`config.mk`:
```
export PLATFORM = sky130hd
export DESIGN_NAME = macroblock_to_raster_writer_core_flat
export DESIGN_NICKNAME = d
export VERILOG_FILES = /design/src/hw/rtl/mbrw_pkg.sv /design/src/hw/rtl/mbrw_sample_if.sv /design/src/hw/rtl/mbrw_raster_if.sv /design/src/hw/rtl/mbrw_position.sv /design/src/hw/rtl/mbrw_address.sv /design/src/hw/rtl/macroblock_to_raster_writer_core.sv /design/src/flat_wrapper.sv
export SDC_FILE = /design/constraint.sdc
export NUM_CORES = 1
export LEC_CHECK = 0
export BUFFER_PORTS_ARGS = -buffer_cell sky130_fd_sc_hd__buf_2
export CAP_MARGIN = 20
export CORE_MARGIN = 2
export CORE_UTILIZATION = 40
export CTS_CLUSTER_DIAMETER = 100
export DETAILED_ROUTE_END_ITERATION = 10
export PLACE_DENSITY_LB_ADDON = 0.12
export SLEW_MARGIN = 0
export SYNTH_ARGS = -nofsm -noshare
export SYNTH_HDL_FRONTEND = slang
export SYNTH_SLANG_ARGS = --single-unit
```
`constraint.sdc`:
```
create_clock -name clk -period 5.4 [get_ports clk]
set_input_delay 0.54 -clock clk [delete_from_list [all_inputs] [get_ports clk]]
set_output_delay 0.54 -clock clk [all_outputs]
set_load 0.03 [all_outputs]
```
`src/hw/rtl/mbrw_pkg.sv`:
```
// shared constants and types for the macroblock to raster writer
`timescale 1ns / 1ps
package mbrw_pkg;

    localparam int unsigned MB_SIZE      = 16;
    localparam int unsigned CHROMA_SIZE  = MB_SIZE / 2;
    localparam int unsigned LUMA_BYTES   = MB_SIZE * MB_SIZE;
    localparam int unsigned CHROMA_BYTES = CHROMA_SIZE * CHROMA_SIZE;
    localparam int unsigned MB_BYTES     = LUMA_BYTES + 2 * CHROMA_BYTES;

    localparam int unsigned IDX_W     = 9;
    localparam int unsigned BLK_W     = 4;
    localparam int unsigned CFG_W     = 8;
    localparam int unsigned CFG_IDX_W = 2;
    localparam int unsigned SIZE_W    = CFG_W + 1;
    localparam int unsigned ADDR_W    = 22;
    localparam int unsigned PIX_W     = 8;
    localparam int unsigned PLANE_W   = 2;

    localparam logic [IDX_W-1:0] LAST_SAMPLE = IDX_W'(MB_BYTES - 1);

    localparam logic [PLANE_W-1:0] PLANE_LUMA = 2'd0;
    localparam logic [PLANE_W-1:0] PLANE_CB   = 2'd1;
    localparam logic [PLANE_W-1:0] PLANE_CR   = 2'd2;

    localparam logic [CFG_IDX_W-1:0] REG_PICTURE_WIDTH  = 2'd0;
    localparam logic [CFG_IDX_W-1:0] REG_PICTURE_HEIGHT = 2'd1;
    localparam logic [CFG_IDX_W-1:0] REG_LINE_STRIDE    = 2'd2;

    // where the current sample lands inside its macroblock
    typedef struct packed {
        logic [PLANE_W-1:0] plane;
        logic [BLK_W-1:0]   blk_row;
        logic [BLK_W-1:0]   blk_col;
        logic               frame_end;
    } mbrw_pos_t;

endpackage

```
`src/hw/rtl/mbrw_sample_if.sv`:
```
// input channel carrying decoded sample bytes
`timescale 1ns / 1ps
interface mbrw_sample_if
    import mbrw_pkg::*;
();
    logic             valid;
    logic             ready;
    logic [PIX_W-1:0] sample_byte;

    modport source (output valid, output sample_byte, input ready);
    modport sink (input valid, input sample_byte, output ready);
endinterface

```
`src/hw/rtl/mbrw_raster_if.sv`:
```
// output channel carrying frame buffer writes
`timescale 1ns / 1ps
interface mbrw_raster_if
    import mbrw_pkg::*;
();
    logic               valid;
    logic               ready;
    logic [PLANE_W-1:0] plane;
    logic [ADDR_W-1:0]  buffer_address;
    logic [PIX_W-1:0]   pixel_value;
    logic               frame_end;

    modport source (output valid, output plane, output buffer_address, output pixel_value,
                    output frame_end, input ready);
    modport sink (input valid, input plane, input buffer_address, input pixel_value,
                  input frame_end, output ready);
endinterface

```
`src/hw/rtl/mbrw_position.sv`:
```
// sample index and macroblock column and row counters
`timescale 1ns / 1ps
module mbrw_position
    import mbrw_pkg::*;
#(
    parameter int unsigned MAX_MBS = 128,
    localparam int unsigned CW = (MAX_MBS > 1) ? $clog2(MAX_MBS) : 1
)
(
    input  logic             clk,
    input  logic             rst_n,
    input  logic             step,
    input  logic [CFG_W-1:0] picture_width_mbs,
    input  logic [CFG_W-1:0] picture_height_mbs,
    output logic [CW-1:0]    mb_column,
    output logic [CW-1:0]    mb_row,
    output mbrw_pos_t        pos
);

    localparam logic [SIZE_W-1:0] MAX_SIZE = SIZE_W'(MAX_MBS);
    localparam logic [SIZE_W-1:0] MIN_SIZE = SIZE_W'(1);

    logic [IDX_W-1:0]  sample_index_reg, sample_index_next;
    logic [CW-1:0]     mb_column_reg, mb_column_next;
    logic [CW-1:0]     mb_row_reg, mb_row_next;
    logic [SIZE_W-1:0] width_clamped, height_clamped;
    logic              luma;
    logic              last_sample;
    logic              column_wrap;
    logic              row_wrap;

    always_comb
    begin
        if (picture_width_mbs == '0)
            width_clamped = MIN_SIZE;
        else if ({1'b0, picture_width_mbs} > MAX_SIZE)
            width_clamped = MAX_SIZE;
        else
            width_clamped = {1'b0, picture_width_mbs};

        if (picture_height_mbs == '0)
            height_clamped = MIN_SIZE;
        else if ({1'b0, picture_height_mbs} > MAX_SIZE)
            height_clamped = MAX_SIZE;
        else
            height_clamped = {1'b0, picture_height_mbs};
    end

    // a shrunk size wraps the position at the end of this macroblock
    assign column_wrap = (SIZE_W'(mb_column_reg) + SIZE_W'(1)) >= width_clamped;
    assign row_wrap    = (SIZE_W'(mb_row_reg) + SIZE_W'(1)) >= height_clamped;
    assign last_sample = sample_index_reg == LAST_SAMPLE;

    // luma 0..255, cb 256..319, cr 320..383
    assign luma = !sample_index_reg[8];

    always_comb
    begin
        pos.plane     = luma ? PLANE_LUMA : (sample_index_reg[6] ? PLANE_CR : PLANE_CB);
        pos.blk_row   = luma ? sample_index_reg[7:4] : {1'b0, sample_index_reg[5:3]};
        pos.blk_col   = luma ? sample_index_reg[3:0] : {1'b0, sample_index_reg[2:0]};
        pos.frame_end = last_sample && column_wrap && row_wrap;
    end

    always_comb
    begin
        sample_index_next = sample_index_reg;
        mb_column_next    = mb_column_reg;
        mb_row_next       = mb_row_reg;
        if (step)
        begin
            if (last_sample)
            begin
                sample_index_next = '0;
                if (column_wrap)
                begin
                    mb_column_next = '0;
                    mb_row_next    = row_wrap ? '0 : mb_row_reg + 1'b1;
                end
                else
                begin
                    mb_column_next = mb_column_reg + 1'b1;
                end
            end
            else
            begin
                sample_index_next = sample_index_reg + 1'b1;
            end
        end
    end

    always_ff @(posedge clk or negedge rst_n)
    begin
        if (!rst_n)
        begin
            sample_index_reg <= '0;
            mb_column_reg    <= '0;
            mb_row_reg       <= '0;
        end
        else
        begin
            sample_index_reg <= sample_index_next;
            mb_column_reg    <= mb_column_next;
            mb_row_reg       <= mb_row_next;
        end
    end

    assign mb_column = mb_column_reg;
    assign mb_row    = mb_row_reg;

    a_index_range: assert property (@(posedge clk) disable iff (!rst_n)
        sample_index_reg <= LAST_SAMPLE)
        else $error("sample index past end of macroblock");

    a_index_wrap: assert property (@(posedge clk) disable iff (!rst_n)
        step && last_sample |=> sample_index_reg == '0)
        else $error("sample index did not wrap after last sample");

    a_frame_wrap: assert property (@(posedge clk) disable iff (!rst_n)
        step && pos.frame_end |=> mb_column_reg == '0 && mb_row_reg == '0)
        else $error("position not back at top left after frame end");

    a_hold: assert property (@(posedge clk) disable iff (!rst_n)
        !step |=> $stable(sample_index_reg) && $stable(mb_column_reg) && $stable(mb_row_reg))
        else $error("position moved without a transaction");

endmodule

```
`src/hw/rtl/mbrw_address.sv`:
```
// planar frame buffer byte offset for the current sample
`timescale 1ns / 1ps
module mbrw_address
    import mbrw_pkg::*;
#(
    parameter int unsigned MAX_MBS = 128,
    localparam int unsigned CW = (MAX_MBS > 1) ? $clog2(MAX_MBS) : 1
)
(
    input  logic [CW-1:0]     mb_column,
    input  logic [CW-1:0]     mb_row,
    input  logic [CFG_W-1:0]  line_stride_mbs,
    input  mbrw_pos_t         pos,
    output logic [ADDR_W-1:0] buffer_address
);

    localparam int unsigned LINE_W   = CW + BLK_W;
    localparam int unsigned STRIDE_W = CFG_W + BLK_W;
    localparam int unsigned PROD_W   = LINE_W + STRIDE_W;

    logic                luma;
    logic [LINE_W-1:0]   line_num;
    logic [STRIDE_W-1:0] stride_bytes;
    logic [LINE_W-1:0]   column_offset;
    logic [PROD_W-1:0]   line_offset;

    assign luma = pos.plane == PLANE_LUMA;

    // chroma planes are half size in both directions
    always_comb
    begin
        if (luma)
        begin
            line_num      = {mb_row, pos.blk_row};
            stride_bytes  = {line_stride_mbs, 4'b0000};
            column_offset = {mb_column, pos.blk_col};
        end
        else
        begin
            line_num      = {1'b0, mb_row, pos.blk_row[2:0]};
            stride_bytes  = {1'b0, line_stride_mbs, 3'b000};
            column_offset = {1'b0, mb_column, pos.blk_col[2:0]};
        end
    end

    assign line_offset    = PROD_W'(line_num) * PROD_W'(stride_bytes);
    assign buffer_address = ADDR_W'(line_offset) + ADDR_W'(column_offset);

endmodule

```
`src/hw/rtl/macroblock_to_raster_writer_core.sv`:
```
// top level of the macroblock to raster writer
//
//   channel   dir   handshake      payload
//   samples   in    valid/ready    sample_byte[7:0]
//   pixels    out   valid/ready    plane[1:0], buffer_address[21:0],
//                                  pixel_value[7:0], frame_end
//   cfg       in    cfg_we         cfg_index[1:0], cfg_data[7:0]
//
// one transaction per cycle when pixels.ready holds; the result of a sample shows in
// the cycle after it is taken, from the output register
// the address is one 11 by 12 multiply and an add on the position counters
// a stalled output register takes a new sample in the cycle it is emptied
// reset clears the position to the top left macroblock and all sizes to one
`timescale 1ns / 1ps
module macroblock_to_raster_writer_core
    import mbrw_pkg::*;
#(
    parameter int unsigned MAX_MBS = 128
)
(
    input  logic                 clk,
    input  logic                 rst_n,
    input  logic                 cfg_we,
    input  logic [CFG_IDX_W-1:0] cfg_index,
    input  logic [CFG_W-1:0]     cfg_data,
    mbrw_sample_if.sink          samples,
    mbrw_raster_if.source        pixels
);

    localparam int unsigned CW = (MAX_MBS > 1) ? $clog2(MAX_MBS) : 1;

    logic [CFG_W-1:0]   picture_width_reg;
    logic [CFG_W-1:0]   picture_height_reg;
    logic [CFG_W-1:0]   line_stride_reg;
    logic [CW-1:0]      mb_column;
    logic [CW-1:0]      mb_row;
    mbrw_pos_t          pos;
    logic [ADDR_W-1:0]  address;
    logic               step;
    logic               out_valid_reg, out_valid_next;
    logic [PLANE_W-1:0] plane_reg;
    logic [ADDR_W-1:0]  address_reg;
    logic [PIX_W-1:0]   pixel_reg;
    logic               frame_end_reg;

    always_ff @(posedge clk or negedge rst_n)
    begin
        if (!rst_n)
        begin
            picture_width_reg  <= CFG_W'(1);
            picture_height_reg <= CFG_W'(1);
            line_stride_reg    <= CFG_W'(1);
        end
        else if (cfg_we)
        begin
            unique case (cfg_index)
                REG_PICTURE_WIDTH:  picture_width_reg  <= cfg_data;
                REG_PICTURE_HEIGHT: picture_height_reg <= cfg_data;
                REG_LINE_STRIDE:    line_stride_reg    <= cfg_data;
                default:            ;
            endcase
        end
    end

    mbrw_position #(
        .MAX_MBS (MAX_MBS)
    ) u_position (
        .clk                (clk),
        .rst_n              (rst_n),
        .step               (step),
        .picture_width_mbs  (picture_width_reg),
        .picture_height_mbs (picture_height_reg),
        .mb_column          (mb_column),
        .mb_row             (mb_row),
        .pos                (pos)
    );

    mbrw_address #(
        .MAX_MBS (MAX_MBS)
    ) u_address (
        .mb_column       (mb_column),
        .mb_row          (mb_row),
        .line_stride_mbs (line_stride_reg),
        .pos             (pos),
        .buffer_address  (address)
    );

    assign samples.ready = !out_valid_reg || pixels.ready;
    assign step          = samples.valid && samples.ready;

    always_comb
    begin
        out_valid_next = out_valid_reg;
        if (step)
            out_valid_next = 1'b1;
        else if (pixels.ready)
            out_valid_next = 1'b0;
    end

    always_ff @(posedge clk or negedge rst_n)
    begin
        if (!rst_n)
            out_valid_reg <= 1'b0;
        else
            out_valid_reg <= out_valid_next;
    end

    always_ff @(posedge clk)
    begin
        if (step)
        begin
            plane_reg     <= pos.plane;
            address_reg   <= address;
            pixel_reg     <= samples.sample_byte;
            frame_end_reg <= pos.frame_end;
        end
    end

    assign pixels.valid          = out_valid_reg;
    assign pixels.plane          = plane_reg;
    assign pixels.buffer_address = address_reg;
    assign pixels.pixel_value    = pixel_reg;
    assign pixels.frame_end      = frame_end_reg;

    a_no_overwrite: assert property (@(posedge clk) disable iff (!rst_n)
        out_valid_reg && !pixels.ready |-> !step)
        else $error("sample taken while result still held");

    a_result_follows: assert property (@(posedge clk) disable iff (!rst_n)
        step |=> out_valid_reg)
        else $error("no result after sample transaction");

    a_plane_code: assert property (@(posedge clk) disable iff (!rst_n)
        out_valid_reg |-> (plane_reg == PLANE_LUMA || plane_reg == PLANE_CB
                           || plane_reg == PLANE_CR))
        else $error("unused plane code on output");

endmodule
```
`src/flat_wrapper.sv`:
```
// flat-port wrapper written by rule: the top's interface ports become plain ports
module macroblock_to_raster_writer_core_flat import mbrw_pkg::*;
#(
    parameter int unsigned MAX_MBS = 128
)
  (clk, rst_n, cfg_we, cfg_index, cfg_data, samples_valid, samples_sample_byte, samples_ready, pixels_valid, pixels_plane, pixels_buffer_address, pixels_pixel_value, pixels_frame_end, pixels_ready);
  mbrw_sample_if samples_i ();
  mbrw_raster_if pixels_i ();
  input  logic clk;
  input  logic rst_n;
  input  logic cfg_we;
  input  logic [CFG_IDX_W-1:0] cfg_index;
  input  logic [CFG_W-1:0] cfg_data;
  input wire logic [$bits(samples_i.valid)-1:0] samples_valid;
  input wire logic [$bits(samples_i.sample_byte)-1:0] samples_sample_byte;
  output wire logic [$bits(samples_i.ready)-1:0] samples_ready;
  output wire logic [$bits(pixels_i.valid)-1:0] pixels_valid;
  output wire logic [$bits(pixels_i.plane)-1:0] pixels_plane;
  output wire logic [$bits(pixels_i.buffer_address)-1:0] pixels_buffer_address;
  output wire logic [$bits(pixels_i.pixel_value)-1:0] pixels_pixel_value;
  output wire logic [$bits(pixels_i.frame_end)-1:0] pixels_frame_end;
  input wire logic [$bits(pixels_i.ready)-1:0] pixels_ready;
  assign samples_i.valid = samples_valid;
  assign samples_i.sample_byte = samples_sample_byte;
  assign samples_ready = samples_i.ready;
  assign pixels_valid = pixels_i.valid;
  assign pixels_plane = pixels_i.plane;
  assign pixels_buffer_address = pixels_i.buffer_address;
  assign pixels_pixel_value = pixels_i.pixel_value;
  assign pixels_frame_end = pixels_i.frame_end;
  assign pixels_i.ready = pixels_ready;
  macroblock_to_raster_writer_core #(.MAX_MBS(MAX_MBS)) u_core (.clk(clk), .rst_n(rst_n), .cfg_we(cfg_we), .cfg_index(cfg_index), .cfg_data(cfg_data), .samples(samples_i), .pixels(pixels_i));
endmodule
```
-- Word level (Yosys, flattened, before mapping)
Cells that the tools add are included.
- divide/modulo/power cells: 0
- $mul: 1
- reductions and logical operators: 15
- bitwise logic cells: 0
- equal/unequal tests: 3
- shifts and indexed selects: 0
- add/sub/neg operators: 6
- $lt $le $gt $ge: 4
- multiplexer cells: 16
- operators by type and width (cell ; number):
    two-way mux 8 bit ; 3
    adder 22 x 11 -> 22 bit ; 1
    multiplier 11 x 12 -> 22 bit ; 1
    two-way mux 11 bit ; 2
    >= comparator 8 x 9 -> 1 bit ; 2
    two-way mux 9 bit ; 2
    adder 7 x 1 -> 8 bit, second input constant ; 2
    > comparator 8 bit, second input constant ; 2
    zero test 8 bit ; 2
    adder 7 x 1 -> 7 bit, second input constant ; 2
    two-way mux 7 bit ; 2
    two-way mux 12 bit ; 1
    adder 9 x 1 -> 9 bit, second input constant ; 1
    == test 9 bit, second input constant ; 1
    two-way mux 4 bit ; 2
    AND reduction 2 bit ; 4
    zero test 2 bit ; 2
    two-way mux 2 bit ; 2
    logical AND 1 bit ; 3
    AND reduction 3 bit ; 1
    == test 2 x 1 -> 1 bit, second input constant ; 1
    == test 2 bit, second input constant ; 1
    two-way mux 1 bit ; 2
    nonzero test 2 bit ; 1
    2 further kinds ; 2
- bits in writable memories: 0
- word-level logic and storage cells: 56
- bits in read-only memories: 0
- bits in latches: 0
- input bits: 23
- memories kept: 0
- register bits: 81
- output and inout port bits: 35

-- Depth between registers and ports, before layout
Gate-level depths: netlist (run 1).
- depth after elaboration: 6
- gate-level depth with buffers: 20
- mapped depth without buffers: 20

-- Hierarchy
Synthesis (run 1) repeated with hierarchy kept, for this count alone.
- cells, all modules: 756
- area, all modules: 7533.5 um^2
- by module, submodules not included (module ; area each (um^2) ; instances ; cells an instance ; seq. area each (um^2)):
    mbrw_address ; 3846.2 ; 1 ; 471 ; 0.0
    macroblock_to_raster_writer_core ; 1950.6 ; 1 ; 88 ; 1620.3
    mbrw_position ; 1736.7 ; 1 ; 197 ; 575.6

-- Worst setup path after synthesis (run 1)
No wires, ideal clock.
- path type: reg-to-reg
- start: reg u_core.u_position.sample_index_reg[8]
- end: reg u_core.address_reg[21], in the netlist u_core.pixels.buffer_address[21] (data pin)
- stages on the path, launching flop included: 21
- arrival: 5.298 ns
- path buffers: 2
- period minus slack after synthesis: 5.559 ns
- setup slack: -0.159 ns
- data required time: 5.139 ns
- library setup time: 0.261 ns
- cells stage by stage: dfrtp_1 > buf_2 > buf_2 > mux2i_1 > nor2_1 > fa_1 > fa_1 > inv_1 > fa_1 > inv_1 > fa_1 > inv_1 > fa_1 > inv_1 > ha_1 > a211oi_1 > o211ai_1 > and3_1 > a21oi_1 > o21ai_0 > xnor2_1
- word-level cells in the longest chain between the ends: 5
- elaborated cells between the ends (all ways): 9
- classes of those cells: add/sub (1); mul (1); mux (6); reduce/logical (1)
- RTL lines (element ; RTL line ; source):
    from (decl) ; mbrw_position.sv:23 ; logic [IDX_W-1:0] sample_index_reg, sample_index_next;
    from (signal assigned) ; mbrw_position.sv:102 ; sample_index_reg <= sample_index_next;
    two-way mux 2 bit ; mbrw_position.sv:59 ; pos.plane = luma ? PLANE_LUMA : (sample_index_reg[6] ? PLANE_CR : PLANE_CB);
    zero test 2 bit ; mbrw_address.sv:27 ; assign luma = pos.plane == PLANE_LUMA;
    two-way mux 11 bit / two-way mux 12 bit (equally long branches) ; mbrw_address.sv:32 ; if (luma)
    multiplier 11 x 12 -> 22 bit ; mbrw_address.sv:46 ; assign line_offset = PROD_W'(line_num) * PROD_W'(stride_bytes);
    adder 22 x 11 -> 22 bit (*) ; mbrw_address.sv:47 ; assign buffer_address = ADDR_W'(line_offset) + ADDR_W'(column_offset);
    named net u_core.address[21] ; macroblock_to_raster_writer_core.sv:38 ; logic [ADDR_W-1:0] address;
    to (signal assigned) ; macroblock_to_raster_writer_core.sv:113 ; address_reg <= address;
    to (decl) ; macroblock_to_raster_writer_core.sv:42 ; logic [ADDR_W-1:0] address_reg;
The timed path passes the listed nets; every way through them passes the cells marked *.
A chain may end at the register's enable or synchronous reset.

-- Final worst setup path (run 1)
- start: reg u_core.u_position.sample_index_reg[8]
- end: reg u_core.address_reg[20], in the netlist u_core.pixels.buffer_address[20] (data pin)
Same word-level chain as after synthesis.

==> impl_metrics.ini, run 1 <==
[outcome]
outcome = complete, no violations

[finish]
nets = 1014
post_route_cells_drive_above_1_share_pct = 24.6
count_of_non_filler_cells_in_the_finished_layout = 1086
fillcell_total = 1727
antenna_cells_inserted = 0
postLayoutCellArea_um2 = 8960
area_growth_pct = 19.4
largest_register_ff_count = 22
utilization_pct = 48.2

[power_and_ir_drop]
total_leakage_power_nw = 4.47
cellInternalPower_mw = 1.30
power.share.clock_pct = 31.8
max-vdd-ir-drop_v = 0.000197
seq_power_share_pct = 41.5
netSwitchingFraction_pct = 33.4
power.combinational.fraction_pct = 26.7
power_per_cell_area_nw_per_um2 = 217
power.net_switching_mw = 0.649

[global_route]
global_route_wire_length_before_repair_mm = 27.6
pin_count_of_the_biggest_net_entering_global_routing = 49
initial_antenna_violation_count = 0
grt.total_usage_pct = 17.5
grt.overflow.total = 0
grt_pass1_vias = 5586

[yosys]
fraction_of_registers_with_async_set_reset_pct = 59.3
post_synth_inst_count = 743
syn-cell-area_um2 = 7510
synthesis.area_per_instance_um2 = 10.1
synth.lib_cells_used.distinct = 58
part_of_the_yosys_area_used_for_sequential_elements_pct = 29.2
number_of_warnings_printed_during_yosys_synthesis = 0
synth_nets = 910
synth-main-ff-cell = dfrtp_1
synth-seq-cells = 81
synth_edf_count = 33

[clocking]
worst_path_clk_slew_ns = 0.07
cts_tree = yes
cts.root.buffer_cell = clkbuf_16
clock_insertion_delay_worst_skew_ns = 0.35
clockBufferDepth = 2
hold_buffers = 0
cts_htree_levels = 3
clock_sinks = 81
cts_inserted_buffers = 9

[worst_setup_path]
worst_setup_path_startpoint = u_core.u_position.sample_index_reg[8]
critPathKind = flop to flop
critical_path.slowest_cell = fa_1
timing.critical_path.slowest_cell_delay_ns = 0.53
critical_path_at_ns = 5.43
critical_path_peak_fanout = 9
timing.rr.start = u_core.u_position.sample_index_reg[8]
timing.critical_path.cells = buf_12 -> buf_4 -> mux2i_2 -> buf_4 -> nor2_1 -> fa_1 -> inv_1 -> fa_1 -> inv_1 -> fa_1 -> inv_1 -> fa_1 -> inv_1 -> ha_1 -> ha_2 -> and3_1 -> o2111ai_4 -> o311ai_2
worstSetupStartpointType = flop
crit_required_ns = 5.56
r2r.worst_path.cells = 18
category_of_the_worst_setup_path_capture_point = flop

[flow_run]
cap_violations = 0

[sta]
maxClockFrequency_mhz = 190
report.final.setup_viol = 0
worst-slew-pin-transition_ns = 0.711
slew_violations = 0
period_minus_slack_ns = 5.27
max_slew_margin_pct = 52.6
fin_skew_ns = 0.00996
final.period_utilization_pct = 97.5
finalHoldViolCount = 0

[drt]
drc = 0
vias = 5394
finalWirelength_mm = 16.7
route.detailed.vias_per_inst = 4.97
wire_per_inst_um = 15.4
drt_iter0_markers = 151
first_pass_iters = 4
final_antenna_net_count = 0

[floorplan]
top_level_i_o_count = 58
dieArea_um2 = 19900
chipWidth_um = 141
initial_util_pct = 40.4
placeableCoreArea_um2 = 18600
die_height_um = 141
fp-row-count = 50

[placed_design]
cell_count_after_placement = 1065
postPlaceCellArea_um2 = 8390
gp_congestion = 0.843
port-buffer-count = 57
dpl.hpwl_mm = 13.3

[hold_path]
min-delay-path-class = input port to async pin
placed cells by master, fill, tap and decap left out, drive strengths merged, types with 12 or more instances in the layout:
master	count
inv	111
buf	111
nand2	87
ha	75
fa	69
nor2	48
dfrtp	45
mux2	39
edfxtp	33
xnor2	22
o21ai	21
a21oi	20
and2	17
mux2i	17
and3	16
nand3	15
xor2	13
clkbuf	12
stage by stage:
step | total power [mW] | setup TNS (ns) | setup WS, ns | hold slack, ns
after floorplan | 1.14 | 0 | 0.0127 | 0.244
after global placement | 1.30 | -0.0287 | -0.0287 | 0.483
after detailed placement | 1.32 | -0.253 | -0.122 | 0.488
after CTS | 1.94 | 0 | 0.0203 | 0.354
after global routing | 2.07 | -0.135 | -0.0736 | 0.109
final | 1.94 | 0 | 0.134 | 0.0950
worst max-delay path: cells and delay by family, from the launching register on:
kind | cells | cell delay [ns]
DFF | 1 | 0.52
adders and majority gates | 6 | 2.77
muxes | 1 | 0.25
buffers and inverters | 7 | 0.69
and+or+nand+nor | 2 | 0.35
AOI/OAI and AO/OA | 2 | 0.52
cells in the mapped netlist (all sizes together) (2+ instances only):
master   number  area (µm²)
a211oi        2        15.0
a21o          9        67.6
a21oi        20         100
a22o          3        26.3
and2         17         106
and3         16         105
buf           5        27.5
clkbuf       13        50.0
dfrtp        45        1130
dfstp         3        78.8
edfxtp       33         991
fa           69        1380
ha           75         938
inv         109         409
mux2         39         439
mux2i        17         170
nand2        87         327
nand2b       10        62.6
nand3        15        80.1
nand3b        4        42.5
nand4         4        25.0
nor2         48         190
nor2b        10        62.6
nor3          4        25.0
nor3b         2        20.0
nor4          2        12.5
o2111ai       2        17.5
o21ai        21         105
o311ai        3        26.3
o31ai         4        30.0
or3           2        12.5
xnor2        22         193
xor2         13         114
kinds of logic (layout without fill, tap and decap cells):
logic type | count (synthesis) | after routing | share of synthesized area, %
multiplexers | 56 | 56 | 8.11
AND/OR/NAND/NOR | 223 | 223 | 14.5
other | 1 | 1 | 0.0499
buffers and inverters | 128 | 237 | 6.53
flip-flops | 81 | 81 | 29.2
AO/OA/AOI/OAI | 75 | 75 | 6.65
adder cells (fa/ha/maj) | 144 | 144 | 30.9
XOR/XNOR | 35 | 35 | 4.08
repair_timing:
| item | 4_1_cts | 5_1_grt |
|---|---|---|
| setup buffers | 2 | 2 |
| hold endpoints to repair | 0 | 0 |
| resized for setup | 9 | 40 |
| pin swaps | 0 | 10 |
| endpoints found under the setup margin | 4 | 8 |
power by group through the flow:
| stage | clock network (mW) | registers (mW) | logic, mW |
|---|---|---|---|
| 2_1_floorplan | 0 | 0.834 | 0.306 |
| 3_3_place_gp | 0 | 0.815 | 0.489 |
| 3_5_place_dp | 0 | 0.817 | 0.498 |
| 4_1_cts | 0.635 | 0.806 | 0.504 |
| 5_1_grt | 0.660 | 0.820 | 0.588 |
| 6_report | 0.618 | 0.806 | 0.520 |
path summary, 6_finish.rpt:
kind | slack, ns | to
worst max register to register | 0.13 | u_core.pixels.buffer_address[20]
worst min-delay path | 0.09 | u_core.u_position.mb_column[0]
max in group asynchronous | 4.74 | u_core.picture_height_reg[0]
worst max-delay path | 0.13 | u_core.pixels.buffer_address[20]
worst min register to register | 0.50 | u_core.pixels.buffer_address[1]
min in group clk | 0.37 | u_core.pixels.pixel_value[0]
cell type report:
| class | count | area [µm²] | area share (%) |
|---|---|---|---|
| clock buffers | 12 | 256 | 2.86 |
| multi-input cells | 534 | 5040 | 56.2 |
| inverters | 110 | 413 | 4.61 |
| flip-flops and latches | 81 | 2200 | 24.5 |
| well taps | 234 | 293 | 3.27 |
| repair buffers | 111 | 731 | 8.15 |
| clock inverters | 4 | 35.0 | 0.391 |
layer usage:
metal,GRT usage (%),vias to the layer above,wire length (µm)
li1,-,2667,-
met1,23.5,2639,7960
met2,29.6,66,8100
met3,2.75,22,384
met4,4.84,0,278
met5,0,-,0
No activity file was read; power rests on OpenSTA's default activity.
==> run 2: changes to the inputs <==
--- a/config.mk
+++ b/config.mk
@@ -9,6 +9,7 @@
 export CAP_MARGIN = 20
 export CORE_MARGIN = 2
 export CORE_UTILIZATION = 40
+export CTS_BUF_LIST = sky130_fd_sc_hd__clkbuf_2
 export CTS_CLUSTER_DIAMETER = 100
 export DETAILED_ROUTE_END_ITERATION = 10
 export PLACE_DENSITY_LB_ADDON = 0.12
==> impl_metrics.ini, run 2 (synthesis gave the netlist of run 1 again) <==
[outcome]
outcome = complete, no violations

[worst_setup_path]
timing.rr.start = u_core.u_position.sample_index_reg[8]
critPathKind = flop to flop
critical_path_peak_fanout = 9
r2r_slack_ns = 0.16
r2r_end = u_core.pixels.buffer_address[20]
crit_required_ns = 5.85
category_of_the_worst_setup_path_capture_point = flop
r2r.worst_path.cells = 19
critical_path_at_ns = 5.68
worstSetupStartpointType = flop

[flow_run]
cap_violations = 0

[clocking]
clock_insertion_delay_worst_skew_ns = 0.65
worst_path_clk_slew_ns = 0.31
cts_htree_levels = 3
cts.root.buffer_cell = clkbuf_2
clockBufferDepth = 2
clock_sinks = 81
cts_inserted_buffers = 9
cts_tree = yes

[floorplan]
fp-row-count = 50
placeableCoreArea_um2 = 18600
initial_util_pct = 40.4
die_height_um = 141
top_level_i_o_count = 58
dieArea_um2 = 19900
chipWidth_um = 141

[global_route]
grt_pass1_vias = 5559
initial_antenna_violation_count = 1
grt.total_usage_pct = 17.3
pin_count_of_the_biggest_net_entering_global_routing = 49
global_route_wire_length_before_repair_mm = 27.3
grt.overflow.total = 0

[finish]
nets = 1017
postLayoutCellArea_um2 = 8750
most_used_cells_in_the_layout_excluding_fill_and_tap_cells = 109 x inv_1, 87 x nand2_1, 71 x ha_1
utilization_pct = 47.1
fillcell_total = 1743
post_route_cells_drive_above_1_share_pct = 24.4
area_growth_pct = 16.4
largest_register_ff_count = 22
final_common_cell = inv_1

[power_and_ir_drop]
netSwitchingFraction_pct = 38.1
power_per_cell_area_nw_per_um2 = 187
max-vdd-ir-drop_v = 0.000135
total_leakage_power_nw = 4.41
power.net_switching_mw = 0.625
power.combinational.fraction_pct = 31.4
cellInternalPower_mw = 1.01
power.share.clock_pct = 19.5
seq_power_share_pct = 49.1

[placed_design]
dpl.hpwl_mm = 13.3
gp_congestion = 0.843
post-place-ws_ns = -0.122
port-buffer-count = 57
postPlaceCellArea_um2 = 8390

[drt]
drt_iter0_markers = 148
final_antenna_net_count = 0
wire_per_inst_um = 15.4
vias = 5452
drc = 0
route.detailed.vias_per_inst = 5.00
first_pass_iters = 5
finalWirelength_mm = 16.8

[sta]
report.final.setup_viol = 0
max_slew_margin_pct = 50.0
finalHoldViolCount = 0
whs_ns = 0.0759
worst-slew-pin-transition_ns = 0.750
final.period_utilization_pct = 97.0
setup_tns_ns = 0
slew_violations = 0
period_minus_slack_ns = 5.24
setup_ws_ns = 0.165
maxClockFrequency_mhz = 191
fin_skew_ns = 0.0735

[hold_path]
whs_path_depth = 1
hold_start = samples_sample_byte[0]
min-delay-path-class = input port to flop
holdPathEnd = u_core.pixels.pixel_value[0]
[run 2: cell types whose count changed in the layout (fill, tap and decap cells not counted), moves of 4 or more]
cell,previous run,this run
nand2_1,83,87
clkbuf_16,9,0
nand2_2,4,0
clkbuf_2,0,10
[run 2: how the worst max path moves through the flow]
stage	startpoint	endpoint	slack [ns]
after floorplan	u_core.u_position.sample_index_reg[8]	u_core.pixels.buffer_address[21]	0.01
after global placement	u_core.u_position.sample_index_reg[8]	u_core.pixels.buffer_address[21]	-0.03
after detailed placement	u_core.u_position.sample_index_reg[8]	u_core.pixels.buffer_address[21]	-0.12
after CTS	u_core.u_position.sample_index_reg[8]	u_core.pixels.buffer_address[20]	0.01
after global routing	u_core.u_position.sample_index_reg[8]	u_core.pixels.buffer_address[20]	-0.05
final	u_core.u_position.sample_index_reg[8]	u_core.pixels.buffer_address[20]	0.16
[run 2: power by group through the flow]
stage | sequential, mW | combinational [mW] | clock, mW
2_1_floorplan | 0.834 | 0.306 | 0
3_3_place_gp | 0.815 | 0.489 | 0
3_5_place_dp | 0.817 | 0.498 | 0
4_1_cts | 0.804 | 0.503 | 0.332
5_1_grt | 0.820 | 0.581 | 0.352
6_report | 0.805 | 0.514 | 0.320
[run 2: what timing repair did]
item,CTS,global route
resized for setup,3,40
endpoints found under the setup margin,2,8
pin swaps,0,8
hold buffers,0,1
buffers inserted,1,5
hold endpoints to repair,0,13
[run 2: metrics by stage]
| stage | cells | total power, mW |
|---|---|---|
| 2_1_floorplan | 743 | 1.14 |
| 3_3_place_gp | 1065 | 1.30 |
| 3_5_place_dp | 1065 | 1.32 |
| 4_1_cts | 1082 | 1.64 |
| 5_1_grt | 1090 | 1.75 |
| 6_report | 1090 | 1.64 |
[run 2: final cells by class]
class / instances / area (µm²) / share of cell area, %
well taps: 234 / 293 / 3.35
multi-input cells: 534 / 5010 / 57.2
clock buffers: 10 / 50.0 / 0.572
inverters: 110 / 413 / 4.72
diodes: 1 / 2.50 / 0.0286
flip-flops and latches: 81 / 2200 / 25.2
repair buffers: 114 / 739 / 8.45
clock inverters: 6 / 42.5 / 0.486
[run 2: worst max-delay path, cell delays in order, from the launching register on]
cell and delay, ns:
dfrtp_4 0.55, buf_6 0.14, buf_4 0.17, mux2i_2 0.24, buf_4 0.16, nor2_1 0.05, fa_1 0.51, inv_1 0.06
fa_1 0.53, inv_1 0.05, fa_1 0.53, inv_1 0.05, fa_1 0.52, inv_1 0.04, ha_1 0.28, ha_1 0.39
a21oi_2 0.17, o21ai_0 0.14, a221oi_2 0.33, o311ai_2 0.16
[run 2: per-layer routing]
metal | GRT usage, % | routed length, µm
met1 | 23.1 | 7880
met2 | 29.0 | 8130
met3 | 2.75 | 462
met4 | 5.89 | 274
met5 | 0 | 0
